`src/rtl/core/wnps_pkg.sv`:
```
// shared types and constants for the wildcard nibble pattern scanner
`timescale 1ns / 1ps

package wnps_pkg;

  localparam int CFG_DATA_W  = 64;
  localparam int CFG_INDEX_W = 2;
  localparam int LEN_W       = 5;
  localparam int OUT_OFFSET_W = 32;

  typedef enum logic [CFG_INDEX_W-1:0] {
    REG_PATTERN = 2'd0,
    REG_CARE    = 2'd1,
    REG_LENGTH  = 2'd2
  } cfg_reg_t;

  typedef struct packed {
    logic shift;
    logic clear;
  } cell_ctrl_t;

endpackage

```
`src/rtl/core/wildcard_nibble_pattern_scan.sv`:
```
// top level: byte stream scanner for a nibble pattern with wildcards
`timescale 1ns / 1ps

// Takes one byte per clock cycle and keeps the most recent (MAX_NIBBLES+1)/2
// bytes in a row of byte cells that shift each transfer; every cell compares
// its incoming byte against the pattern byte it lines up with, so the full
// window compare happens in the same cycle as the transfer. A result is held
// in an output register, and a new byte is taken whenever that register is
// empty or being read out, so the sustained rate is one byte per cycle; the
// result is valid in the cycle after the byte that completes a match (or ends
// the region). One result per region: found with the start offset of the
// first match, or not found on the byte marked is_last. Users must write
// pattern registers via the cfg port only while idle; nothing enforces it.

module wildcard_nibble_pattern_scan #(
  parameter int MAX_NIBBLES  = 16,
  parameter int OFFSET_WIDTH = 32
) (
  input  logic                                 clk,
  input  logic                                 rst,
  input  logic                                 cfg_we,
  input  logic [wnps_pkg::CFG_INDEX_W-1:0]     cfg_index,
  input  logic [wnps_pkg::CFG_DATA_W-1:0]      cfg_data,
  input  logic                                 in_valid,
  output logic                                 in_ready,
  input  logic [7:0]                           data_byte,
  input  logic                                 is_last,
  output logic                                 out_valid,
  input  logic                                 out_ready,
  output logic                                 found,
  output logic [wnps_pkg::OUT_OFFSET_W-1:0]    match_offset
);

  localparam int WIN  = (MAX_NIBBLES + 1) / 2;
  localparam int NBW  = $clog2(WIN + 1);
  localparam int SUMW = (OFFSET_WIDTH >= 64) ? OFFSET_WIDTH : OFFSET_WIDTH + 1;
  localparam int OW   = wnps_pkg::OUT_OFFSET_W;

  logic [4*MAX_NIBBLES-1:0]     pattern_nibbles;
  logic [MAX_NIBBLES-1:0]       care_mask;
  logic [wnps_pkg::LEN_W-1:0]   pattern_length;

  logic [OFFSET_WIDTH-1:0]      bytes_seen;
  logic                         already_found;

  logic                         accept;
  wnps_pkg::cell_ctrl_t         cell_ctrl;
  logic [wnps_pkg::LEN_W-1:0]   nib;
  logic [NBW-1:0]               nbytes;
  logic [8*WIN-1:0]             pattern_pad;
  logic [2*WIN-1:0]             care_eff;
  logic [7:0]                   cell_byte [WIN];
  logic [WIN-1:0]               cell_match;
  logic [SUMW-1:0]              n_inc;
  logic                         seen_max;
  logic                         hit;
  logic                         emit;
  logic [OFFSET_WIDTH-1:0]      start;
  logic [OFFSET_WIDTH+OW-1:0]   start_ext;

  // configuration
  always_ff @(posedge clk) begin
    if (rst) begin
      pattern_nibbles <= '0;
      care_mask       <= '0;
      pattern_length  <= '0;
    end else if (cfg_we) begin
      unique case (wnps_pkg::cfg_reg_t'(cfg_index))
        wnps_pkg::REG_PATTERN: pattern_nibbles <= cfg_data[4*MAX_NIBBLES-1:0];
        wnps_pkg::REG_CARE:    care_mask <= cfg_data[MAX_NIBBLES-1:0];
        wnps_pkg::REG_LENGTH:  pattern_length <= cfg_data[wnps_pkg::LEN_W-1:0];
        default: ;
      endcase
    end
  end

  // pattern alignment
  always_comb begin
    nib = (pattern_length > wnps_pkg::LEN_W'(MAX_NIBBLES)) ?
          wnps_pkg::LEN_W'(MAX_NIBBLES) : pattern_length;
    nbytes = NBW'((nib + wnps_pkg::LEN_W'(1)) >> 1);
    pattern_pad = '0;
    pattern_pad[4*MAX_NIBBLES-1:0] = pattern_nibbles;
    for (int k = 0; k < 2*WIN; k++) begin
      care_eff[k] = (k < MAX_NIBBLES) && care_mask[k % MAX_NIBBLES] &&
                    (wnps_pkg::LEN_W'(k) < nib);
    end
  end

  assign in_ready        = !out_valid || out_ready;
  assign accept          = in_valid && in_ready;
  assign cell_ctrl.shift = accept;
  assign cell_ctrl.clear = accept && is_last;

  // window cells
  for (genvar i = 0; i < WIN; i++) begin : g_cell
    wnps_cell #(
      .INDEX (i),
      .WIN   (WIN),
      .NBW   (NBW)
    ) u_cell (
      .clk      (clk),
      .rst      (rst),
      .ctrl     (cell_ctrl),
      .byte_in  ((i == 0) ? data_byte : cell_byte[(i == 0) ? 0 : i - 1]),
      .pattern  (pattern_pad),
      .care     (care_eff),
      .nbytes   (nbytes),
      .byte_out (cell_byte[i]),
      .match    (cell_match[i])
    );
  end

  // match decision and start offset
  always_comb begin
    n_inc    = SUMW'(bytes_seen) + SUMW'(1);
    seen_max = &bytes_seen;
    hit      = !already_found && (n_inc >= SUMW'(nbytes)) && (&cell_match);
    emit     = hit || (is_last && !already_found);
    if (nib == '0) begin
      start = '0;
    end else if (seen_max) begin
      start = '1;
    end else begin
      start = OFFSET_WIDTH'(n_inc - SUMW'(nbytes));
    end
    start_ext = {{OW{1'b0}}, start};
  end

  // region state
  always_ff @(posedge clk) begin
    if (rst) begin
      bytes_seen    <= '0;
      already_found <= 1'b0;
    end else if (accept) begin
      if (is_last) begin
        bytes_seen    <= '0;
        already_found <= 1'b0;
      end else begin
        if (!seen_max) begin
          bytes_seen <= bytes_seen + OFFSET_WIDTH'(1);
        end
        already_found <= already_found || hit;
      end
    end
  end

  // result register
  always_ff @(posedge clk) begin
    if (rst) begin
      out_valid <= 1'b0;
    end else if (accept && emit) begin
      out_valid <= 1'b1;
    end else if (out_ready) begin
      out_valid <= 1'b0;
    end
  end

  always_ff @(posedge clk) begin
    if (accept && emit) begin
      found        <= hit;
      match_offset <= hit ? start_ext[OW-1:0] : '0;
    end
  end

  // checks
  a_nofind_zero : assert property (@(posedge clk) disable iff (rst)
    out_valid && !found |-> match_offset == '0)
    else $error("not-found result with nonzero offset");

  a_region_end : assert property (@(posedge clk) disable iff (rst)
    accept && is_last |=> bytes_seen == '0 && !already_found)
    else $error("region state not cleared after last byte");

  a_single_hit : assert property (@(posedge clk) disable iff (rst)
    already_found |-> !hit)
    else $error("second match reported in one region");

  a_emit_slot : assert property (@(posedge clk) disable iff (rst)
    accept && emit |=> out_valid)
    else $error("result lost after transfer");

endmodule

```
`src/rtl/core/wnps_cell.sv`:
```
// one window byte cell: holds a byte, compares the incoming byte, passes it on
`timescale 1ns / 1ps

module wnps_cell #(
  parameter int INDEX = 0,
  parameter int WIN   = 8,
  parameter int NBW   = 4
) (
  input  logic                   clk,
  input  logic                   rst,
  input  wnps_pkg::cell_ctrl_t   ctrl,
  input  logic [7:0]             byte_in,
  input  logic [8*WIN-1:0]       pattern,
  input  logic [2*WIN-1:0]       care,
  input  logic [NBW-1:0]         nbytes,
  output logic [7:0]             byte_out,
  output logic                   match
);

  logic [7:0] held;

  always_ff @(posedge clk) begin
    if (rst || ctrl.clear) begin
      held <= '0;
    end else if (ctrl.shift) begin
      held <= byte_in;
    end
  end

  assign byte_out = held;

  // this cell sits at age INDEX, so it meets pattern byte nbytes-1-INDEX
  always_comb begin
    match = 1'b1;
    for (int j = 0; j < WIN; j++) begin
      if ((INDEX + 1 + j <= WIN) && (nbytes == NBW'(INDEX + 1 + j))) begin
        if (care[2*j] && (byte_in[7:4] != pattern[8*j+:4])) begin
          match = 1'b0;
        end
        if (care[2*j+1] && (byte_in[3:0] != pattern[8*j+4+:4])) begin
          match = 1'b0;
        end
      end
    end
  end

endmodule

```
`config.mk`:
```
export PLATFORM = sky130hd
export DESIGN_NAME = wildcard_nibble_pattern_scan
export DESIGN_NICKNAME = d
export VERILOG_FILES = /design/src/rtl/core/wnps_pkg.sv /design/src/rtl/core/wildcard_nibble_pattern_scan.sv /design/src/rtl/core/wnps_cell.sv
export SDC_FILE = /design/constraint.sdc
export NUM_CORES = 1
export LEC_CHECK = 0
export BUFFER_PORTS_ARGS = -buffer_cell sky130_fd_sc_hd__buf_2
export CAP_MARGIN = 10
export CORE_MARGIN = 3
export CORE_UTILIZATION = 50
export CTS_BUF_LIST = sky130_fd_sc_hd__clkbuf_2
export CTS_CLUSTER_DIAMETER = 30
export DETAILED_ROUTE_END_ITERATION = 10
export PLACE_DENSITY = 0.71
export SLEW_MARGIN = 40
export SYNTH_ARGS = -nofsm -noshare
export SYNTH_HDL_FRONTEND = slang
export SYNTH_SLANG_ARGS = --single-unit
```
`constraint.sdc`:
```
create_clock -name clk -period 5.38 [get_ports clk]
set_input_delay 0.269 -clock clk [delete_from_list [all_inputs] [get_ports clk]]
set_output_delay 0.269 -clock clk [all_outputs]
set_load 0.05 [all_outputs]
```
==> results.cfg, run 1 <==
[critical_path]
critPathCaptureType = flip-flop
path_class = flip-flop to flip-flop
path_cells = nor2b_1, ha_1, xnor2_1, inv_1, ha_1, nor2b_1, o31a_1, a2111oi_4, nand4_2, nor4_4, buf_4, nand4_1, nor4_1, o31ai_1, dlygate4sd3_1
required_ns = 6.08
slowest_stage = dfxtp_1
worstReg2RegEnd = out_valid
r2r-start = pattern_length[4]
reg2regPathDepth = 15
rrSetupSlack_ns = 0.50
arrival_ns = 5.58
cp_max_fo = 20
critical-path-max-stage-delay_ns = 0.73
setup.worst_path.start_class = flip-flop

[global_route]
grt_max_degree = 96
grtUsageTotal_pct = 26.9
grt_pass1_wl_mm = 62.7
grt_overflow_total = 0
grt_pass1_vias = 11700
antenna_found_initial = 1

[power_and_ir_drop]
power_leakage_nw = 5.62
vdd_ir_drop_max_uv = 184
power_density_nw_per_um2 = 253

[sta]
fin_tns_setup_ns = 0
finalSetupViolations = 0
fin_crit_sh_pct = 90.7
rsz0062_at_grt = no
worst_pin_slew_ns = 0.851
hold_viol = 0
holdWs_ns = 0.0803
fmax_ghz = 0.205
final_max_slew_viol_count = 0
period_needed_ns = 4.88
fin_ws_ns = 0.502
maxSlewHeadroom_pct = 42.5
finClkSkew_ns = 0.0808

[cts]
root_buffer = clkbuf_2
htree_levels = 2
insertion_delay_ns = 0.86
cts_buffers = 56
cts_sinks = 208
cts_tree = yes
ctsResizeCount = 0
clk_pin_slew_ns = 0.10
clk_path_buf_depth = 3

[final_layout]
drive_gt1_share_pct = 14.9
areaGrowthSynthToFinish_pct = 14.2
final_cells = 2104
fin_nets = 1814

[yosys]
yosys.area.top_type = dfxtp_1
ys_top_cells_by_area = dfxtp_1 26%, xnor2_1 15%, nand2_1 8.4%, xor2_1 7.6%, edfxtp_1 7.5%
synth_area_per_cell_um2 = 8.14
ys_async_sr_fraction_pct = 0
ys_seq_area_share_pct = 33.8
synth-edff-count = 33
synth_top_area_share_pct = 26.3
syn_area_um2 = 13300
syn_nets = 1720
ys.flop_type = dfxtp_1
synth_cell_types = 79
netlist_instances = 1633
ys_warn_count = 0
yosys_register_bits = 208

[floorplan]
die_h_um = 169
die_w_um = 169
start_util_pct = 50.9
die_area_um2 = 28600
num_io_pins = 115
rows = 59
core_um2 = 26100

[route]
dr.pass1.iters = 6
via_count = 12200
drt_wl_total_mm = 39.6
wire_per_inst_um = 18.8
drc = 0
antenna_left = 0
viasPerCell = 5.80
drt-initial-drc-count = 1201

[placement]
hpwl_mm = 27.1
dp_worst_setup_slack_ns = 0.579
portBuffers = 114
place.gp.congestion = 1.01
placed_cells = 1928

[status]
status = completed

[job]
cap_violations = 0

[min_path]
whs_path_depth = 4
hold_start = cfg_index[1]
hold_path.class = input pin to flip-flop
min_to = pattern_length[3]
==> worst max-delay path: cells and delay by family, from the launching register on <==
family,cells,cell delay (ns)
and+or+nand+nor,6,1.32
buffers and inverters,3,0.87
AOI/OAI and AO/OA,3,0.84
DFF,1,0.73
adders and majority gates,2,0.58
xor gates and xnor gates,1,0.42
==> cell usage after synthesis (17+ instances only) <==
library cell,n
xnor2_1,235
a21oi_1,169
nand2_1,299
buf_1,21
dfxtp_1,175
nand4_1,45
xor2_1,115
edfxtp_1,33
a211oi_1,30
nor2_1,58
nor4_1,18
clkbuf_1,140
o21ai_0,18
a41oi_1,17
nand3_1,24
==> metal layers <==
layer / wire (um) / up-vias / share of wire, % / global-route usage (%)
li1: - / 5800 / - / -
met1: 16900 / 5686 / 43 / 35.9
met4: 1730 / 0 / 4.4 / 11.3
met5: 0 / - / 0 / 0
met3: 3100 / 137 / 7.8 / 4.39
met2: 17900 / 579 / 45 / 43.5
==> registers in the layout, indices dropped and copies added, names as in the netlist <==
signal                  flops
pattern_nibbles            64
match_offset               32
pattern_length              5
care_mask                  16
already_found               1
out_valid                   1
bytes_seen                 32
g_cell.u_cell.byte_out     56
found                       1
==> through the flow <==
step / power (mW) / utilization (%) / instance area, um2
3_5_place_dp: 2.49 / 52.8 / 13800
6_report: 3.85 / 58.1 / 15200
2_1_floorplan: 2.30 / - / 13300
3_3_place_gp: 2.47 / 52.7 / 13800
5_1_grt: 4.03 / 58.1 / 15200
4_1_cts: 3.87 / 58.1 / 15200
==> worst max-delay path by stage <==
stage / slack, ns / startpoint / end / cells past startpoint
after floorplan: 0.35 / pattern_length[4] / found / 16
after global placement: 0.78 / pattern_length[4] / match_offset[15] / 14
after detailed placement: 0.58 / pattern_length[4] / match_offset[16] / 15
after CTS: 0.48 / pattern_length[4] / out_valid / 15
after global routing: 0.12 / pattern_length[4] / out_valid / 15
final: 0.50 / pattern_length[4] / out_valid / 15
==> where the power goes <==
group | internal (mW) | switching [mW] | total (mW)
clock network | 0.666 | 0.675 | 1.34
logic | 0.281 | 0.489 | 0.770
registers | 1.65 | 0.0826 | 1.74
==> layout by cell type, fill, tap and decap left out, drive strengths merged, types with 12 or more instances in the layout <==
| cell | n |
|---|---|
| o21ai | 20 |
| a22oi | 16 |
| edfxtp | 33 |
| dlygate4sd3 | 76 |
| o41ai | 17 |
| a41oi | 17 |
| clkbuf | 73 |
| nor2 | 58 |
| a21oi | 169 |
| nor4 | 22 |
| nand3b | 14 |
| dfxtp | 175 |
| nand2 | 299 |
| nand3 | 25 |
| a211oi | 35 |
| xnor2 | 235 |
| buf | 136 |
| nor3 | 19 |
| nand4 | 51 |
| and3 | 12 |
| xor2 | 115 |
| clkinv | 18 |
==> cell type report <==
class / count / area (um2)
fillers: 2373 / 10900
multi-input cells: 1242 / 8110
flip-flops and latches: 208 / 4490
repair buffers: 212 / 1510
well taps: 335 / 419
clock buffers: 73 / 365
clock inverters: 26 / 264
inverters: 7 / 26.3
diodes: 1 / 2.50
==> kinds of logic after synthesis <==
kind of cell    Yosys count  synth area share [%]
xor+xnor                350                  23.1
compound gates          331                  16.4
mux                       8                 0.602
simple gates            546                  19.9
flops                   208                  33.8
fa+ha+maj                 7                 0.715
buf+inv                 183                  5.50
==> what timing repair did <==
| action | CTS | global route |
|---|---|---|
| hold buffers | 76 | 0 |
| hold endpoints to repair | 116 | 0 |
| buffers inserted | 0 | 0 |
(Power assumes the default switching activity.)
==> run 2, diff against run 1 <==
- BUFFER_PORTS_ARGS: -buffer_cell sky130_fd_sc_hd__buf_2 -> unset
- CTS_BUF_LIST: sky130_fd_sc_hd__clkbuf_2 -> unset
- DONT_BUFFER_PORTS: unset -> 1
- PLACE_DENSITY: 0.71 -> 0.68
==> run 2 against run 1 <==
- combinational power down 26%
- non-clock buffer count decreased by 121
- clock skew is 0.054 ns lower
- sequential power up 8%
- largest cell class unchanged
==> results.cfg, run 2 (synthesized netlist as in run 1, its figures left out) <==
[power_and_ir_drop]
p_seq_share_pct = 33.5
p_int_mw = 4.11
clockPowerShare_pct = 56.3
vdd_ir_drop_max_uv = 245
p_sw_mw = 1.49
p_comb_share_pct = 10.2
sw_frac_of_total_pct = 26.7
power_density_nw_per_um2 = 356
power_leakage_nw = 5.56

[critical_path]
critPathCaptureType = flip-flop
path_delay_family = simple AND/OR/NAND/NOR gates
path_cells = nand3_1, xor2_1, nor2_1, inv_1, ha_1, o21a_1, o31a_1, a2111oi_4, nand4_2, nor4_4, nand4_2, nand4b_4, buf_4, a211oi_1
arrival_ns = 4.77
critPathBufInv = 2
setup.worst_path.start_class = flip-flop
required_ns = 5.62
critical-path-max-stage-delay_ns = 0.73
r2r-start = pattern_length[2]
cp_max_fo = 33
cpMostUsedCell = nand4_2
slowest_stage = dfxtp_1
path_class = flip-flop to flip-flop
crit_start = pattern_length[2]

[route]
drt-initial-drc-count = 1214
via_count = 11900
viasPerCell = 6.03
antenna_left = 0
drc = 0
drt_wl_total_mm = 39.8
dr.pass1.iters = 8
wire_per_inst_um = 20.2

[sta]
hold_viol = 0
fmax_ghz = 0.221
fin_ws_ns = 0.847
rsz0062_at_grt = no
final_max_slew_viol_count = 0
finalSetupViolations = 0
worst_pin_slew_ns = 0.833
maxSlewHeadroom_pct = 43.1
fin_tns_setup_ns = 0
fin_crit_sh_pct = 84.3
finClkSkew_ns = 0.0272
period_needed_ns = 4.53

[placement]
dpl_cell_area_um2 = 13200
portBuffers = 0
dp_worst_setup_slack_ns = 0.900
hpwl_mm = 26.6
place.gp.congestion = 0.967

[final_layout]
largest_register_ffs = 64
regMostFlops = pattern_nibbles
insertedDiodeCount = 0
stdcell_area_um2 = 15700
final_common_cell = nand2_1
final_cell_mix = 298 x nand2_1, 234 x xnor2_1, 175 x dfxtp_1, 168 x a21oi_1, 115 x xor2_1
n_fill_cell = 2213
fin_nets = 1686
areaGrowthSynthToFinish_pct = 18.4
drive_gt1_share_pct = 8.97

[status]
status = completed

[min_path]
hold_path.class = input pin to flip-flop
hold_start = rst

[global_route]
grt_max_degree = 121
antenna_found_initial = 0
grt_pass1_wl_mm = 63.5
grt_pass1_vias = 11300
grt_overflow_total = 0
grtUsageTotal_pct = 27.4

[cts]
clk_pin_slew_ns = 0.04
cts_buffers = 49
cts_setup_buffers = 0
clk_path_buf_depth = 3
htree_levels = 2
cts_sinks = 208
root_buffer = clkbuf_16
cts_tree = yes
insertion_delay_ns = 0.54

[job]
cap_violations = 0

[floorplan]
die_w_um = 169
die_h_um = 169
num_io_pins = 115
core_um2 = 26100
start_util_pct = 50.9
rows = 59
die_area_um2 = 28600
==> run 2: cell type report <==
class | count | area, um2 | area share (%)
timing repair buffer | 91 | 896 | 5.69
sequential | 208 | 4490 | 28.6
inverter | 7 | 26.3 | 0.167
clock inverter | 32 | 457 | 2.90
multi-input combinational | 1242 | 8120 | 51.6
tap | 335 | 419 | 2.66
clock buffer | 58 | 1330 | 8.46
==> run 2: timing repair <==
| item | CTS | global route |
|---|---|---|
| hold buffers | 75 | 0 |
| endpoints found under the hold margin | 126 | 0 |
| resized for setup | 0 | 0 |
==> run 2: path summary, 6_finish.rpt <==
kind	end	slack, ns	cells after the start
setup / recovery	match_offset[27]	0.85	14
hold reg to reg	care_mask[12]	0.45	2
setup reg to reg	match_offset[27]	0.85	14
hold / removal	bytes_seen[29]	0.14	2
==> run 2: worst reg2reg max path: stages, from the launching register on <==
cell and delay, ns:
dfxtp_1 0.73, nand3_1 0.21, xor2_1 0.18, nor2_1 0.25
inv_1 0.13, ha_1 0.36, o21a_1 0.19, o31a_1 0.14
a2111oi_4 0.42, nand4_2 0.27, nor4_4 0.55, nand4_2 0.19
nand4b_4 0.16, buf_4 0.35, a211oi_1 0.11
==> run 2: per-stage QoR <==
stage	total power, mW	util [%]	hold WS, ns	instances
CTS	5.62	60.2	0.118	1973
detailed placement	2.40	50.4	0.375	1808
floorplan	2.30	-	0.405	1633
global route	5.78	60.2	0.179	1973
finish	5.60	60.2	0.135	1973
global placement	2.38	50.4	0.370	1807
==> run 2: layer usage <==
layer	global-route usage, %	up-vias	wire length [um]
met3	4.74	115	3210
met1	36.3	5667	16600
met2	44.4	577	18400
met5	0	-	0
met4	11.1	0	1660
li1	-	5541	-
==> run 2: power groups by stage <==
stage / Sequential [mW] / Clock [mW] / Combinational, mW
floorplan: 1.84 / 0 / 0.466
global placement: 1.90 / 0 / 0.478
detailed placement: 1.90 / 0 / 0.495
CTS: 1.87 / 3.18 / 0.563
global route: 1.88 / 3.28 / 0.620
finish: 1.88 / 3.15 / 0.572
